<file path="config.mk">
export PLATFORM = sky130hd
export DESIGN_NAME = tiny_four_register_calculator_core
export DESIGN_NICKNAME = d
export VERILOG_FILES = /design/src/tfrc_pkg.sv /design/src/tfrc_front.sv /design/src/tfrc_queue.sv /design/src/tfrc_exec.sv /design/src/tiny_four_register_calculator_core.sv
export SDC_FILE = /design/constraint.sdc
export NUM_CORES = 1
export LEC_CHECK = 0
export BUFFER_PORTS_ARGS = -buffer_cell sky130_fd_sc_hd__buf_2
export CAP_MARGIN = 20
export CORE_ASPECT_RATIO = 0.9
export CORE_MARGIN = 1
export CORE_UTILIZATION = 45
export CTS_CLUSTER_SIZE = 8
export DETAILED_ROUTE_END_ITERATION = 8
export GPL_ROUTABILITY_DRIVEN = 0
export PLACE_DENSITY_LB_ADDON = 0.2
export RECOVER_POWER = 50
export SKIP_LAST_GASP = 1
export SLEW_MARGIN = 20
export SYNTH_ARGS = -nofsm -noshare
export SYNTH_HDL_FRONTEND = slang
export SYNTH_SLANG_ARGS = --single-unit
</file>
<file path="constraint.sdc">
create_clock -name clk -period 4 [get_ports clk]
set_input_delay 0.2 -clock clk [delete_from_list [all_inputs] [get_ports clk]]
set_output_delay 0.2 -clock clk [all_outputs]
set_load 0.02 [all_outputs]
</file>
<file path="src/tfrc_pkg.sv">
package tfrc_pkg;

    // Instruction opcode field, bits 7:6
    localparam logic [1:0] OPC_LOAD  = 2'b00;
    localparam logic [1:0] OPC_ADD   = 2'b01;
    localparam logic [1:0] OPC_SUB   = 2'b10;
    localparam logic [1:0] OPC_MISC  = 2'b11;

    // Extra field, bits 1:0, under the misc opcode
    localparam logic [1:0] EXT_DISPLAY = 2'b00;
    localparam logic [1:0] EXT_CMP1    = 2'b01;
    localparam logic [1:0] EXT_CMP2    = 2'b10;
    localparam logic [1:0] EXT_INVALID = 2'b11;

    // Queue between decode and execute
    localparam int unsigned QUEUE_DEPTH = 2;
    localparam int unsigned QPTR_W      = $clog2(QUEUE_DEPTH);
    localparam int unsigned QCNT_W      = $clog2(QUEUE_DEPTH + 1);

    typedef logic [7:0] data_t;
    typedef logic [1:0] reg_idx_t;

    typedef enum logic [2:0] {
        KIND_LOAD,
        KIND_ADD,
        KIND_SUB,
        KIND_DISPLAY,
        KIND_COMPARE,
        KIND_INVALID
    } op_kind_t;

    // Decoded instruction handed from the front to the back
    typedef struct packed {
        op_kind_t   kind;
        reg_idx_t   rd;
        reg_idx_t   ra;      // first read port: rs
        reg_idx_t   rb;      // second read port: rt, or rd for display/compare
        data_t      imm;     // sign-extended immediate
        logic [1:0] skip;    // skip amount on an equal compare
    } dec_op_t;

    // One result beat
    typedef struct packed {
        logic       display_valid;
        data_t      display_value;
        logic [1:0] skip_count;
        logic       invalid;
    } result_t;

endpackage

</file>
<file path="src/tfrc_front.sv">
module tfrc_front
    import tfrc_pkg::*;
(
    input  logic    clk,
    input  logic    rst_n,
    input  logic    push,
    input  logic    [7:0] instruction,
    output logic    full,
    output logic    issue_valid,
    output dec_op_t issue_op,
    input  logic    issue_full
);

    logic    valid_reg;
    logic    valid_next;
    dec_op_t op_reg;
    dec_op_t op_next;
    logic    take;
    logic    advance;

    // Classify the incoming instruction
    always_comb
    begin
        op_next.rd   = instruction[5:4];
        op_next.ra   = instruction[3:2];
        op_next.rb   = instruction[1:0];
        op_next.imm  = {{4{instruction[3]}}, instruction[3:0]};
        op_next.skip = instruction[1:0];
        op_next.kind = KIND_INVALID;
        unique case (instruction[7:6])
            OPC_LOAD: op_next.kind = KIND_LOAD;
            OPC_ADD:  op_next.kind = KIND_ADD;
            OPC_SUB:  op_next.kind = KIND_SUB;
            OPC_MISC:
            begin
                unique case (instruction[1:0])
                    EXT_DISPLAY:
                    begin
                        op_next.kind = KIND_DISPLAY;
                        op_next.rb   = instruction[5:4];
                    end
                    EXT_CMP1, EXT_CMP2:
                    begin
                        op_next.kind = KIND_COMPARE;
                        op_next.rb   = instruction[5:4];
                    end
                    EXT_INVALID: op_next.kind = KIND_INVALID;
                    default:     op_next.kind = KIND_INVALID;
                endcase
            end
            default: op_next.kind = KIND_INVALID;
        endcase
    end

    // Hold a decoded beat until the queue takes it
    assign advance     = valid_reg && !issue_full;
    assign full        = valid_reg && issue_full;
    assign take        = push && !full;
    assign issue_valid = valid_reg;
    assign issue_op    = op_reg;

    always_comb
    begin
        valid_next = valid_reg;
        if (take)
        begin
            valid_next = 1'b1;
        end
        else if (advance)
        begin
            valid_next = 1'b0;
        end
    end

    always_ff @(posedge clk or negedge rst_n)
    begin
        if (!rst_n)
        begin
            valid_reg <= 1'b0;
        end
        else
        begin
            valid_reg <= valid_next;
        end
    end

    always_ff @(posedge clk)
    begin
        if (take)
        begin
            op_reg <= op_next;
        end
    end

endmodule

</file>
<file path="src/tfrc_queue.sv">
module tfrc_queue
    import tfrc_pkg::*;
(
    input  logic    clk,
    input  logic    rst_n,
    input  logic    wr_valid,
    input  dec_op_t wr_op,
    output logic    q_full,
    input  logic    rd_pop,
    output logic    q_empty,
    output dec_op_t rd_op
);

    dec_op_t             slot_reg [QUEUE_DEPTH];
    logic [QPTR_W-1:0]   wr_ptr_reg;
    logic [QPTR_W-1:0]   wr_ptr_next;
    logic [QPTR_W-1:0]   rd_ptr_reg;
    logic [QPTR_W-1:0]   rd_ptr_next;
    logic [QCNT_W-1:0]   count_reg;
    logic [QCNT_W-1:0]   count_next;
    logic                do_wr;
    logic                do_rd;

    assign q_full  = (count_reg == QCNT_W'(QUEUE_DEPTH));
    assign q_empty = (count_reg == '0);
    assign do_wr   = wr_valid && !q_full;
    assign do_rd   = rd_pop && !q_empty;
    assign rd_op   = slot_reg[rd_ptr_reg];

    // Advance pointers and occupancy
    always_comb
    begin
        wr_ptr_next = wr_ptr_reg;
        rd_ptr_next = rd_ptr_reg;
        count_next  = count_reg;
        if (do_wr)
        begin
            wr_ptr_next = (wr_ptr_reg == QPTR_W'(QUEUE_DEPTH - 1)) ? '0 : wr_ptr_reg + 1'b1;
        end
        if (do_rd)
        begin
            rd_ptr_next = (rd_ptr_reg == QPTR_W'(QUEUE_DEPTH - 1)) ? '0 : rd_ptr_reg + 1'b1;
        end
        if (do_wr && !do_rd)
        begin
            count_next = count_reg + 1'b1;
        end
        else if (do_rd && !do_wr)
        begin
            count_next = count_reg - 1'b1;
        end
    end

    always_ff @(posedge clk or negedge rst_n)
    begin
        if (!rst_n)
        begin
            wr_ptr_reg <= '0;
            rd_ptr_reg <= '0;
            count_reg  <= '0;
        end
        else
        begin
            wr_ptr_reg <= wr_ptr_next;
            rd_ptr_reg <= rd_ptr_next;
            count_reg  <= count_next;
        end
    end

    // Store the incoming beat
    always_ff @(posedge clk)
    begin
        if (do_wr)
        begin
            slot_reg[wr_ptr_reg] <= wr_op;
        end
    end

endmodule

</file>
<file path="src/tfrc_exec.sv">
module tfrc_exec
    import tfrc_pkg::*;
(
    input  logic    clk,
    input  logic    rst_n,
    input  logic    q_empty,
    input  dec_op_t q_op,
    output logic    q_pop,
    output logic    res_valid,
    output result_t res,
    input  logic    res_pop
);

    data_t   rf_reg [4];
    data_t   rf_next [4];
    logic    res_valid_reg;
    logic    res_valid_next;
    result_t res_reg;
    result_t res_next;
    data_t   a_val;
    data_t   b_val;
    data_t   wr_val;
    logic    wr_en;
    logic    fire;

    // Execute when an op waits and the result slot is free or draining
    assign fire  = !q_empty && (!res_valid_reg || res_pop);
    assign q_pop = fire;
    assign a_val = rf_reg[q_op.ra];
    assign b_val = rf_reg[q_op.rb];

    always_comb
    begin
        wr_en    = 1'b0;
        wr_val   = q_op.imm;
        res_next = '0;
        case (q_op.kind)
            KIND_LOAD:
            begin
                wr_en  = 1'b1;
                wr_val = q_op.imm;
            end
            KIND_ADD:
            begin
                wr_en  = 1'b1;
                wr_val = a_val + b_val;
            end
            KIND_SUB:
            begin
                wr_en  = 1'b1;
                wr_val = a_val - b_val;
            end
            KIND_DISPLAY:
            begin
                res_next.display_valid = 1'b1;
                res_next.display_value = b_val;
            end
            KIND_COMPARE:
            begin
                res_next.skip_count = (a_val == b_val) ? q_op.skip : 2'b00;
            end
            default:
            begin
                res_next.invalid = 1'b1;
            end
        endcase
    end

    // Write back the destination register
    always_comb
    begin
        for (int i = 0; i < 4; i++)
        begin
            rf_next[i] = rf_reg[i];
        end
        if (fire && wr_en)
        begin
            rf_next[q_op.rd] = wr_val;
        end
    end

    always_comb
    begin
        res_valid_next = res_valid_reg;
        if (fire)
        begin
            res_valid_next = 1'b1;
        end
        else if (res_pop)
        begin
            res_valid_next = 1'b0;
        end
    end

    always_ff @(posedge clk or negedge rst_n)
    begin
        if (!rst_n)
        begin
            for (int i = 0; i < 4; i++)
            begin
                rf_reg[i] <= '0;
            end
            res_valid_reg <= 1'b0;
        end
        else
        begin
            for (int i = 0; i < 4; i++)
            begin
                rf_reg[i] <= rf_next[i];
            end
            res_valid_reg <= res_valid_next;
        end
    end

    // Hold the result beat until popped
    always_ff @(posedge clk)
    begin
        if (fire)
        begin
            res_reg <= res_next;
        end
    end

    assign res_valid = res_valid_reg;
    assign res       = res_reg;

endmodule

</file>
<file path="src/tiny_four_register_calculator_core.sv">
// Channel   Handshake           Beat contents
// input     push / full         instruction[7:0]
// result    empty / pop         display_valid, display_value[7:0], skip_count[1:0], invalid
//
// One instruction per cycle sustained while results are popped; a result passes through the
// decode register, then the op queue and execute into the result register.
// The register-file read, add/sub and write together in the execute stage set the rate.
// Reset clears the four registers to zero and empties every stage.
// A stalled result side fills the result register, the two-entry op queue, then the decode
// register, then raises full.
module tiny_four_register_calculator_core
    import tfrc_pkg::*;
(
    input  logic        clk,
    input  logic        rst_n,
    input  logic        push,
    output logic        full,
    input  logic [7:0]  instruction,
    output logic        empty,
    input  logic        pop,
    output logic        display_valid,
    output logic signed [7:0] display_value,
    output logic [1:0]  skip_count,
    output logic        invalid
);

    logic    issue_valid;
    dec_op_t issue_op;
    logic    issue_full;
    logic    q_empty;
    logic    q_pop;
    dec_op_t q_op;
    logic    res_valid;
    result_t res;

    tfrc_front u_front
    (
        .clk         (clk),
        .rst_n       (rst_n),
        .push        (push),
        .instruction (instruction),
        .full        (full),
        .issue_valid (issue_valid),
        .issue_op    (issue_op),
        .issue_full  (issue_full)
    );

    tfrc_queue u_queue
    (
        .clk      (clk),
        .rst_n    (rst_n),
        .wr_valid (issue_valid),
        .wr_op    (issue_op),
        .q_full   (issue_full),
        .rd_pop   (q_pop),
        .q_empty  (q_empty),
        .rd_op    (q_op)
    );

    tfrc_exec u_exec
    (
        .clk       (clk),
        .rst_n     (rst_n),
        .q_empty   (q_empty),
        .q_op      (q_op),
        .q_pop     (q_pop),
        .res_valid (res_valid),
        .res       (res),
        .res_pop   (pop)
    );

    // Drive the result ports
    assign empty         = !res_valid;
    assign display_valid = res.display_valid;
    assign display_value = signed'(res.display_value);
    assign skip_count    = res.skip_count;
    assign invalid       = res.invalid;

endmodule

</file>
==> flow_metrics.tcl <==
set metrics [dict create \
    ys_warn_count 0 \
    grt.total_usage 0.183 \
    crit_type "flip-flop to flip-flop" \
    grt_max_degree 39 \
    dpl_cell_area_um2 4850 \
    io_buffers 25 \
    vias 2928 \
    cp_cell_sequence "mux2i_4, mux4_1, inv_1, ha_1, inv_1, fa_1, a21o_1, a21o_1, and3_1, o31a_1, o32ai_2, a31oi_1" \
    rows 34 \
    crit_required_ns 4.21 \
    clock_latency_ns 0.36 \
    cap_violations 1 \
    dp_cells 493 \
    synth_fa_ha_area_frac 0.0581 \
    min_path_type "input port to flip-flop" \
    cp_max_fo 6 \
    synthSimpleGateAreaFrac 0.0976 \
    cpPeakStageDelay_ns 0.65 \
    wl_um 8840 \
    holdWs_ns 0.0203 \
    stdcell_count 517 \
    num_antenna_cells 0 \
    antenna_found_initial 0 \
    finalMaxSlewViolations 39 \
    die_w_um 108 \
    path_delay_family "compound AO/OA/AOI/OAI gates" \
    coreArea_um2 9740 \
    clk_path_buf_depth 2 \
    fmax_ghz 0.265 \
    synthMuxAreaShare 0.187 \
    finalCriticalPeriod_ns 3.77 \
    min_path_cells 1 \
    syn_inst 344 \
    arrival_ns 3.98 \
    vias_per_cell 5.66 \
    tritoncts "built" \
    fin_nets 418 \
    fin_area_um2 5070 \
    cp-start-kind "flip-flop" \
    synth_flop_cell "edfxtp_1" \
    htree_levels 3 \
    failed_checks "capacitance limit, slew limit" \
    hold_viol 0 \
    dp_hpwl_um 6560 \
    clock_skew_ns 0.0160 \
    setup_viol 0 \
    ant_nets 0 \
    cts_buffers 9 \
    cts-root-buf "clkbuf_8" \
    cpMaxStageDelayCell "mux4_1" \
    die_h_um 97.6 \
    synth-async-reset-ratio 0.458 \
    io_pins 26 \
    mostFrequentLayoutCell "edfxtp_1" \
    synth_compound_gate_area_share 0.101 \
    syn_nets 376 \
    synth_cell_types 57 \
    yosysSeqAreaShare 0.504 \
    grt_pass1_wl_um 14600 \
    multi_input_area_um2 2090 \
    cts.sinks 83 \
    grt_pass1_vias 2915 \
    avgSynthCellArea_um2 13.3 \
    finalCritPeriodShare 0.942 \
    timing.setup.tns_ns 0 \
    drt_iter0_drc 135 \
    path_clk_slew_ns 0.09 \
    end_kind "flip-flop" \
    drt_first_pass_iters 4 \
    layout_common_cells "45 x edfxtp_1, 38 x dfrtp_1, 26 x nor2_1" \
    rsz0062_at_grt "no" \
    drive_gt1_frac 0.199 \
    wl_per_cell_um 17.1 \
    status "finished, violations left" \
    area.growth.synth_to_final_pct 11.1 \
    start_util 0.469 \
    drc 0 \
    rr_worst_depth 12 \
    synth_top_family_by_area "multiplexers" \
    grt_overflow 0 \
    synth_area_um2 4570 \
    register_area_um2 2300 \
    die-area_um2 10600 \
    cts_resized 0 \
    path_depth 12 \
    worst_pin_slew_ns 2.02 \
    synthXorXnorAreaFrac 0.0153 \
    largest_reg_flops 32 \
    slew_headroom -0.347 \
    synth_edf_count 45 \
    fill_cells 843 \
    synth_seq_cells 83 \
    worst-path-buf-inv 2 \
]
-- final cells by class --
cell class,count,area share
repair buffers,44,0.0496
inverters,23,0.0170
multi-input cells,225,0.413
well taps,126,0.0311
clock inverters,7,0.0111
clock buffers,9,0.0244
flip-flops and latches,83,0.454
-- per-layer routing --
| metal | vias to the layer above | wire length (um) | global-route usage |
|---|---|---|---|
| li1 | 1390 | - | - |
| met1 | 1439 | 4330 | 0.257 |
| met2 | 84 | 3950 | 0.271 |
| met3 | 15 | 387 | 0.0355 |
| met4 | 0 | 163 | 0.0854 |
| met5 | - | 0 | 0 |
-- synth_stat cells (all sizes together), types with 4 or more instances --
library cell  instances  area share
a31oi                14       0.019
mux4                 14       0.081
nand2                 8      0.0066
mux2                 25       0.062
xnor2                 5      0.0096
mux2i                13       0.045
o21ai                10       0.012
dfrtp                38        0.21
nand2b               11       0.015
inv                  23       0.019
and2                  4      0.0055
and3                 10       0.014
ha                   18       0.049
nor3                  4      0.0044
nor2                 26       0.021
buf                   9       0.015
clkbuf                4      0.0036
a21oi                 6      0.0066
edfxtp               45        0.30
-- worst paths after layout --
check | slack (ns) | startpoint | end
setup / recovery | 0.23 | u_queue.rd_ptr_reg | u_exec.rf_reg[30]
hold / removal | 0.02 | instruction[5] | u_front.issue_op[15]
setup reg to reg | 0.23 | u_queue.rd_ptr_reg | u_exec.rf_reg[30]
hold reg to reg | 0.45 | u_front.issue_op[16] | u_queue.slot_reg[1][16]
max in group asynchronous | 1.89 | rst_n | u_queue.count_reg[1]
min in group asynchronous | 0.94 | rst_n | u_exec.rf_reg[14]
-- what timing repair did --
action | CTS | global route
hold buffers | 3 | 0
endpoints found under the hold margin | 40 | 0
endpoints found under the setup margin | 0 | 4
buffers inserted | 0 | 5
-- stage by stage --
step                setup slack (ns)   util
global route                  0.0169  0.521
finish                         0.230  0.521
global placement               0.309  0.498
floorplan                      0.441      -
detailed placement             0.241  0.498
CTS                            0.235  0.519
-- kinds of logic (layout without fill, tap and decap cells) --
logic type                 Yosys count  in the layout
xor gates and xnor gates             8              8
muxes                               52             52
buffers and inverters               36             83
AOI/OAI and AO/OA                   63             63
DFF                                 83             83
adders and majority gates           20             20
and+or+nand+nor                     82             82
Power is not shown: default switching activity piles up to over one toggle a cycle in this logic, so the estimate is an artifact.
